`src/rtl/fwd_kin_vel_6r_wrist_arm_top_defines.svh`:
```
`ifndef FWD_KIN_VEL_6R_WRIST_ARM_TOP_DEFINES_SVH
`define FWD_KIN_VEL_6R_WRIST_ARM_TOP_DEFINES_SVH

// Both macros sample on the rising edge of clk_i and are off while rst_ni is low.
`define FKV_ASSERT_IMPLIES(lbl, ante, cons) \
  lbl: assert property (@(posedge clk_i) disable iff (!rst_ni) (ante) |-> (cons)) \
    else $error("fkv check failed");

`define FKV_ASSERT_NEXT(lbl, ante, cons) \
  lbl: assert property (@(posedge clk_i) disable iff (!rst_ni) (ante) |=> (cons)) \
    else $error("fkv check failed");

`endif

```
`src/rtl/fkv_pkg.sv`:
```
package fkv_pkg;

  localparam int unsigned ANGLE_BITS_DEF      = 16;
  localparam int unsigned TRIG_ITERATIONS_DEF = 16;
  localparam int unsigned ITEM_CYCLES         = 6;
  localparam int unsigned KIN_STAGES          = 6;

  localparam logic signed [33:0] KINV30 = 34'sd652032874;
  localparam logic signed [33:0] ONE30  = 34'sd1073741824;

  localparam logic [31:0] ATAN_PHASE [30] = '{
    32'h20000000, 32'h12E4051E, 32'h09FB385B, 32'h051111D4, 32'h028B0D43,
    32'h0145D7E1, 32'h00A2F61E, 32'h00517C55, 32'h0028BE53, 32'h00145F2F,
    32'h000A2F98, 32'h000517CC, 32'h00028BE6, 32'h000145F3, 32'h0000A2FA,
    32'h0000517D, 32'h000028BE, 32'h0000145F, 32'h00000A30, 32'h00000518,
    32'h0000028C, 32'h00000146, 32'h000000A3, 32'h00000051, 32'h00000029,
    32'h00000014, 32'h0000000A, 32'h00000005, 32'h00000003, 32'h00000001
  };

  typedef logic signed [63:0] w_t;

  localparam w_t SAT_MAX = 64'sd2147483647;
  localparam w_t SAT_MIN = -64'sd2147483648;

  typedef enum logic [2:0] {
    CFG_BASE_HEIGHT      = 3'd0,
    CFG_UPPER_ARM_LENGTH = 3'd1,
    CFG_FOREARM_LENGTH   = 3'd2,
    CFG_TOOL_LENGTH      = 3'd3,
    CFG_REACH_LIMIT_SQ   = 3'd4,
    CFG_EPS_OVER_BASE    = 3'd5,
    CFG_EPS_EXTENDED     = 3'd6,
    CFG_EPS_WRIST_PAR    = 3'd7
  } cfg_reg_e;

  typedef enum logic [2:0] {
    KIND_ROT0 = 3'd0,
    KIND_ROT1 = 3'd1,
    KIND_ROT2 = 3'd2,
    KIND_POS  = 3'd3,
    KIND_LIN  = 3'd4,
    KIND_ANG  = 3'd5
  } kind_e;

  typedef struct packed {
    logic [30:0] base_height;
    logic [30:0] upper_arm_length;
    logic [30:0] forearm_length;
    logic [30:0] tool_length;
    logic [62:0] reach_limit_sq;
    logic [30:0] eps_over_base;
    logic [30:0] eps_extended;
    logic [30:0] eps_wrist_parallel;
  } cfg_t;

  typedef struct packed {
    logic signed [31:0] rate_1;
    logic signed [31:0] rate_2;
    logic signed [31:0] rate_3;
    logic signed [31:0] rate_4;
    logic signed [31:0] rate_5;
    logic signed [31:0] rate_6;
  } jnt_rate_t;

  typedef struct packed {
    logic signed [15:0] angle_1;
    logic signed [15:0] angle_2;
    logic signed [15:0] angle_3;
    logic signed [15:0] angle_4;
    logic signed [15:0] angle_5;
    logic signed [15:0] angle_6;
    logic signed [31:0] rate_1;
    logic signed [31:0] rate_2;
    logic signed [31:0] rate_3;
    logic signed [31:0] rate_4;
    logic signed [31:0] rate_5;
    logic signed [31:0] rate_6;
  } cmd_t;

  typedef struct packed {
    logic [2:0]         item_kind;
    logic signed [31:0] comp_x;
    logic signed [31:0] comp_y;
    logic signed [31:0] comp_z;
    logic [6:0]         status_bits;
    logic               singular;
    logic               last;
  } res_t;

  typedef struct packed {
    logic signed [31:0] c1, s1, c2, s2, c23, s23, c4, s4, c5, s5, c6, s6;
  } trig_t;

  typedef struct packed {
    trig_t     trig;
    jnt_rate_t rate;
    logic      flip;
    logic      elbow;
  } kin_in_t;

  typedef struct packed {
    logic signed [31:0] x, y, z;
  } vec3_t;

  typedef struct packed {
    vec3_t [5:0] item;
    logic [6:0]  status;
  } kin_res_t;

  function automatic w_t sat32(w_t v);
    if (v > SAT_MAX) return SAT_MAX;
    if (v < SAT_MIN) return SAT_MIN;
    return v;
  endfunction

  function automatic w_t mul30(w_t a, w_t b);
    w_t p;
    p = a * b + (w_t'(1) <<< 29);
    return p >>> 30;
  endfunction

  function automatic w_t mul16(w_t a, w_t b);
    w_t p;
    p = a * b + (w_t'(1) <<< 15);
    return p >>> 16;
  endfunction

  function automatic w_t absw(w_t v);
    return (v < 0) ? -v : v;
  endfunction

endpackage

```
`src/rtl/fkv_cordic.sv`:
```
module fkv_cordic #(
  parameter int unsigned TRIG_ITERATIONS = fkv_pkg::TRIG_ITERATIONS_DEF
) (
  input  logic               clk_i,
  input  logic [31:0]        phase_i,
  output logic signed [31:0] cos_o,
  output logic signed [31:0] sin_o
);
  import fkv_pkg::*;

  localparam int unsigned Cw = 34;

  logic [31:0]            ph_fold;
  logic                   neg_q [TRIG_ITERATIONS+1];
  logic signed [Cw-1:0]   x_q [TRIG_ITERATIONS+1];
  logic signed [Cw-1:0]   y_q [TRIG_ITERATIONS+1];
  logic signed [Cw-1:0]   z_q [TRIG_ITERATIONS+1];
  logic signed [Cw-1:0]   xc, yc;
  logic signed [31:0]     cos_q, sin_q;

  // Quadrants one and two are folded by a half turn and negated at the end.
  assign ph_fold = (phase_i[31] ^ phase_i[30]) ? phase_i + 32'h8000_0000 : phase_i;

  always_ff @(posedge clk_i) begin
    neg_q[0] <= phase_i[31] ^ phase_i[30];
    x_q[0]   <= KINV30;
    y_q[0]   <= '0;
    z_q[0]   <= {{(Cw-32){ph_fold[31]}}, ph_fold};
  end

  for (genvar i = 0; i < TRIG_ITERATIONS; i++) begin : g_iter
    logic signed [Cw-1:0] atan_w;
    assign atan_w = {{(Cw-32){1'b0}}, ATAN_PHASE[i]};
    always_ff @(posedge clk_i) begin
      neg_q[i+1] <= neg_q[i];
      if (!z_q[i][Cw-1]) begin
        x_q[i+1] <= x_q[i] - (y_q[i] >>> i);
        y_q[i+1] <= y_q[i] + (x_q[i] >>> i);
        z_q[i+1] <= z_q[i] - atan_w;
      end else begin
        x_q[i+1] <= x_q[i] + (y_q[i] >>> i);
        y_q[i+1] <= y_q[i] - (x_q[i] >>> i);
        z_q[i+1] <= z_q[i] + atan_w;
      end
    end
  end

  always_comb begin
    xc = x_q[TRIG_ITERATIONS];
    yc = y_q[TRIG_ITERATIONS];
    if (xc > ONE30) xc = ONE30;
    if (xc < -ONE30) xc = -ONE30;
    if (yc > ONE30) yc = ONE30;
    if (yc < -ONE30) yc = -ONE30;
    if (neg_q[TRIG_ITERATIONS]) begin
      xc = -xc;
      yc = -yc;
    end
  end

  always_ff @(posedge clk_i) begin
    cos_q <= xc[31:0];
    sin_q <= yc[31:0];
  end

  assign cos_o = cos_q;
  assign sin_o = sin_q;

endmodule

```
`config.mk`:
```
export PLATFORM = sky130hd
export DESIGN_NAME = fkv_cordic
export DESIGN_NICKNAME = d
export VERILOG_FILES = /design/src/rtl/fwd_kin_vel_6r_wrist_arm_top_defines.svh /design/src/rtl/fkv_pkg.sv /design/src/rtl/fkv_cordic.sv
export SDC_FILE = /design/constraint.sdc
export NUM_CORES = 2
export LEC_CHECK = 0
export BUFFER_PORTS_ARGS = -buffer_cell sky130_fd_sc_hd__buf_2
export CELL_PAD_IN_SITES_DETAIL_PLACEMENT = 1
export CELL_PAD_IN_SITES_GLOBAL_PLACEMENT = 1
export CORE_ASPECT_RATIO = 0.5
export CORE_MARGIN = 2
export CORE_UTILIZATION = 50
export DETAILED_ROUTE_END_ITERATION = 12
export PLACE_DENSITY_LB_ADDON = 0.25
export SLEW_MARGIN = 20
export SYNTH_ARGS = -nofsm -noshare
export SYNTH_HDL_FRONTEND = slang
export SYNTH_SLANG_ARGS = --single-unit
```
`constraint.sdc`:
```
create_clock -name clk_i -period 6.3 [get_ports clk_i]
set_input_delay 0.315 -clock clk_i [delete_from_list [all_inputs] [get_ports clk_i]]
set_output_delay 0.315 -clock clk_i [all_outputs]
set_load 0.01 [all_outputs]
```
# Yosys cells after proc, flatten, opt, wreduce, memory -nomap -nowiden
# Memory sizes are Yosys's and may differ from the RTL's.
# Index checks and enable logic that the tools add are counted.
# word_totals
regBits	64
ramBits	1751
inputBits	33
output_inout_bits	64
word_cells	244
memories	4
# classes
n_addsub	98
n_lt_le_gt_ge	4
muxes	87
n_bitwise	49
# mem_list
name	depth	width	rd	rd_clocked_by_memory_dff	write_ports	line	rtl
x_q	17	34	17	0	17	fkv_cordic.sv:15	logic signed [Cw-1:0] x_q [TRIG_ITERATIONS+1];
y_q	17	34	17	0	17	fkv_cordic.sv:16	logic signed [Cw-1:0] y_q [TRIG_ITERATIONS+1];
z_q	17	34	16	0	17	fkv_cordic.sv:17	logic signed [Cw-1:0] z_q [TRIG_ITERATIONS+1];
neg_q	17	1	17	0	17	fkv_cordic.sv:14	logic neg_q [TRIG_ITERATIONS+1];
# op_table
cell	n
34-bit 2-to-1 mux	50
32-bit 2-to-1 mux	5
34-bit by 19-bit adder with 34-bit output	2
34-bit by 20-bit adder with 34-bit output	2
34-bit by 21-bit adder with 34-bit output	2
34-bit by 22-bit adder with 34-bit output	2
34-bit by 23-bit adder with 34-bit output	2
34-bit by 24-bit adder with 34-bit output	2
34-bit by 25-bit adder with 34-bit output	2
34-bit by 26-bit adder with 34-bit output	2
34-bit by 27-bit adder with 34-bit output	2
34-bit by 28-bit adder with 34-bit output	2
34-bit by 29-bit adder with 34-bit output	2
34-bit by 30-bit adder with 34-bit output	2
34-bit by 31-bit adder with 34-bit output	2
34-bit by 32-bit adder with 34-bit output	2
34-bit by 33-bit adder with 34-bit output	2
34-bit by 32-bit > comparator with 1-bit output (second input constant)	2
34-bit by 31-bit less-than comparator with 1-bit output (second input constant)	2
34-bit by 19-bit subtractor with 34-bit output	2
34-bit by 20-bit subtractor with 34-bit output	2
34-bit by 21-bit subtractor with 34-bit output	2
34-bit by 22-bit subtractor with 34-bit output	2
34-bit by 23-bit subtractor with 34-bit output	2
49 further kinds	139

# Longest topological paths before layout
# An unclocked memory read counts as a cell.
# logic_depth
word_depth	7
ltp_mapped	22
depth_no_buf	21

# Least setup slack after synthesis
# No wires, ideal clock.
# synth_path
path_type	reg2reg
startpoint	memory x_q[5][11]
endpoint	memory y_q[6][33]
setup_time_ps	118
arrival_time_ps	4512
required_time_ps	6182
slack_ps	1670
stages_incl_launch_ff	20
n_path_buf	0
synth_period_minus_slack_ps	4630
cell_sequence	dfxtp_1 > or4_1 > nor4_1 > and2_1 > nand2_1 > nor4_1 > nor2_1 > xnor2_1 > ha_1 > a21oi_1 > o21bai_1 > a2111o_1 > a31oi_1 > o21ai_0 > o31a_1 > o21a_1 > or2_2 > a211oi_1 > a21o_1 > xnor2_1
# synth_rtl
element	line
start, declared	fkv_cordic.sv:15
end, declared	fkv_cordic.sv:16

==> results summary <==
The flow ran to the end, and the final reports show no timing, DRC or antenna violations. The first-iteration detailed-routing DRC count came out at 4929. Across all register-to-register paths, the minimum setup slack is 1.06 ns. The global-route track usage on met3 came out at 0.0345. Adding up every negative setup slack in the final design gives 0 ns. The flip-flop and latch count after synthesis came out at 1582. The total grt overflow is 0.

The top flip-flop cell by instance count after synthesis is sky130_fd_sc_hd__dfxtp_1. Counting along the longest clock path gives a buffer depth of 4. After clock tree synthesis, the clock-pin slew on the worst setup and hold paths is 0.07 ns.

The worst-skew pair later-pin latency is 0.84 ns. The fraction of final layout cells sized beyond drive strength 1 came out at 0.0446. The final clock period utilization by the worst path is 0.832. The quantity of I/O buffers inserted on ports came out at 96. The worst register-to-register path ends at x_q[9][29]$_DFF_P_. The number of cells traversed by the worst register-to-register path came out at 20. The worst-case hold slack came out at 0.113 ns. Setup violations remaining at the end of the flow were counted as 0. The share of the Yosys chip area taken by registers is 0.284. The post-synthesis instance area is 0.112 sq mm.

The total I/O pin count is 97. The worst-margin pin slew came out at 1.09 ns. The global routing usage on met2 is 0.513. The biggest cell delay along the critical path is 0.86 ns. The TritonCTS clock tree is yes. In this run the remaining antenna-violating nets after routing total 0. Using the TritonRoute via totals, the vias-per-cell ratio works out to 5.87.

The effective utilization at floorplan came out at 0.504. Together, buffers and inverters on the worst path number 1. The share of synthesized flip-flops with an asynchronous set or reset came out at 0. Wires add up to 336000 um. The time the worst path needs with I/O delays and setup came out at 5.24 ns. In this design, the critical path's most frequently occurring cell is sky130_fd_sc_hd__a21o_1.

The type of the worst setup path is register to register. In this run the worst setup path begins at y_q[8][8]$_DFF_P_. The maximum fanout count along the critical path came out at 5. For this run, global-route usage on met1 was measured as 0.353.

The count of placed standard cells including taps is 16.0k. The count of flip-flops with a built-in enable after synthesis is 0. The number of distinct standard cells referenced by the synthesized netlist came out at 93. The placed cell area is 0.116 sq mm.

The via count of the first global-routing pass came out at 99.9k. The number of rows created at floorplan is 122. The first TritonRoute pass finished after 5 iterations.

At the worst endpoint, the required time is 7.04 ns. The chip height came out at 338 um. The cell count after synthesis came out at 13.1k. The average cell area after synthesis is 8.54 sq um. The placer's final routability congestion estimate came out at 0.929. The layer flagged by global routing as most heavily used is met2.

On the critical path, the stage with the largest delay is an instance of sky130_fd_sc_hd__nor4b_1. The count of cells in the finished layout, fillers not included, comes to 16.3k. The worst setup path is launched from a register. The number of fillers in the final layout came out at 26.2k.

The clock sink count came out at 1582. The class of the worst hold path is primary input to register. Clock tree synthesis selected as its root buffer the cell sky130_fd_sc_hd__clkbuf_16. The number of antenna violations at the first check in global routing came out at 15.

The cell depth of the worst setup path came out at 20. The core region area came out at 0.221 sq mm. The number of H-tree levels is 4. The max-capacitance violation count is 0. The number of pins with negative max-slew slack in the final report is 0. Yosys printed 0 warnings. The number of hold violations in the final report came to 0. The maximum frequency from static timing analysis is 0.191 GHz. The library cells used most frequently in the layout, excluding fill and tap cells, are sky130_fd_sc_hd__dfxtp_1, sky130_fd_sc_hd__a21oi_1, sky130_fd_sc_hd__ha_1. The die covers 0.227 sq mm. Across all layers, the routed design uses 96.0k vias.

The final design instance area without fill came out at 0.122 sq mm. The timing endpoint of the critical path is x_q[9][29]$_DFF_P_. Data arrives at the worst endpoint at 5.98 ns. The total nets after synthesis came out at 14.5k. The beginning of the worst register-to-register path is y_q[8][8]$_DFF_P_. The number of CTS-inserted buffers is 165.

Dividing the detail-routed wire length by the instance count gives 20.6 um. The first global-routing pass estimated 537000 um of wire. The headroom to the max-slew limit came out at 0.273. STA classifies the critical path endpoint as a register. The count of nets after finishing came out at 14.7k. The die width is 672 um.

The library cell used most frequently in the layout, excluding fill and tap cells, is sky130_fd_sc_hd__dfxtp_1. The top cell family by delay on the critical path is simple AND/OR/NAND/NOR gates. The maximum number of pins on one net before global-route repair came out at 69. The DRC violation count after routing came out at 0. Traced cell by cell, the critical path runs through inv_1, ha_1, nand2b_1, or4_1, nor4_1, nor4b_1, nor2_1, xnor2_1, ha_1, a21o_1, a21o_1, a21o_1, a21oi_1, o21ai_0, nand4_1, o211ai_1, and2_1, o21a_1, nor2_1, xnor2_1. Setup repair after global routing left no endpoint under its margin.

The layout overhead on the synthesized area came out at 8.94%. The sum of net half-perimeters after detailed placement is 268000 um. The final setup skew is 0.0484 ns. The global-route usage over all layers came out at 0.288.
[layout make-up]
type | count | area [sq um] | area share
Sequential cell | 1582 | 31700 | 0.261
Multi-Input combinational cell | 10723 | 77100 | 0.634
Inverter | 571 | 2140 | 0.0176
Antenna cell | 8 | 20.0 | 0.000165
Clock inverter | 67 | 961 | 0.00790
Timing Repair Buffer | 186 | 1240 | 0.0102
Clock buffer | 223 | 4740 | 0.0390
Tap cell | 2976 | 3720 | 0.0306
[state kept, by name, summed over array words and instances (netlist names)]
name / cells
neg_q: 17
z_q: 506
sin_o: 32
cos_o: 32
y_q: 511
x_q: 484
[kinds of logic (layout without fill, tap and decap cells)]
logic type	Yosys count	after routing	share of synthesized area
other cells	0	8	0
buf+inv	764	1047	0.0257
simple gates	3384	3384	0.148
fa+ha+maj	1441	1441	0.165
xor+xnor	1846	1846	0.145
flops	1582	1582	0.284
compound gates	3937	3937	0.223
mux	115	115	0.0110
[timing repair]
item	CTS	global route
setup buffers	0	0
hold endpoints to repair	33	0
gates resized for setup	0	0
hold buffers	32	0
[how the worst min path moves through the flow]
stage                   startpoint                    to  slack (ns)  cells after the start
2_1_floorplan  neg_q[0][9]$_DFF_P_  neg_q[0][10]$_DFF_P_        0.31                      0
3_3_place_gp   neg_q[0][6]$_DFF_P_   neg_q[0][7]$_DFF_P_        0.31                      0
3_5_place_dp    z_q[0][22]$_DFF_P_    z_q[1][22]$_DFF_P_        0.31                      0
4_1_cts                 phase_i[7]     z_q[0][7]$_DFF_P_        0.05                      2
5_1_grt                 phase_i[8]     z_q[0][8]$_DFF_P_        0.08                      2
6_report                phase_i[3]     z_q[0][3]$_DFF_P_        0.11                      2
[synth_stat cells (all sizes together), types with 225 or more instances]
master	number	area [sq um]
nand2	577	2170
nor2	1174	4410
inv	565	2120
nand3	225	1130
xnor2	1202	10500
a21oi	1462	7320
dfxtp	1582	31700
o21a	239	1790
a21o	652	4890
nor3	329	1650
o21ai	604	3030
ha	1397	17500
xor2	644	5640
[stage by stage]
| step | util | setup WS, ns |
|---|---|---|
| floorplan | - | 1.67 |
| global placement | 0.522 | 1.32 |
| detailed placement | 0.522 | 1.20 |
| CTS | 0.549 | 1.17 |
| global route | 0.549 | 0.673 |
| finish | 0.549 | 1.06 |
[routing by layer]
metal  wire, um  vias to the layer above
li1           -                    47234
met1     150000                    46521
met2     161000                     1556
met3      11600                      645
met4      14000                        8
met5         49                        -
Power is not shown: default switching activity piles up to over one toggle a cycle in this logic, so the estimate is an artifact.
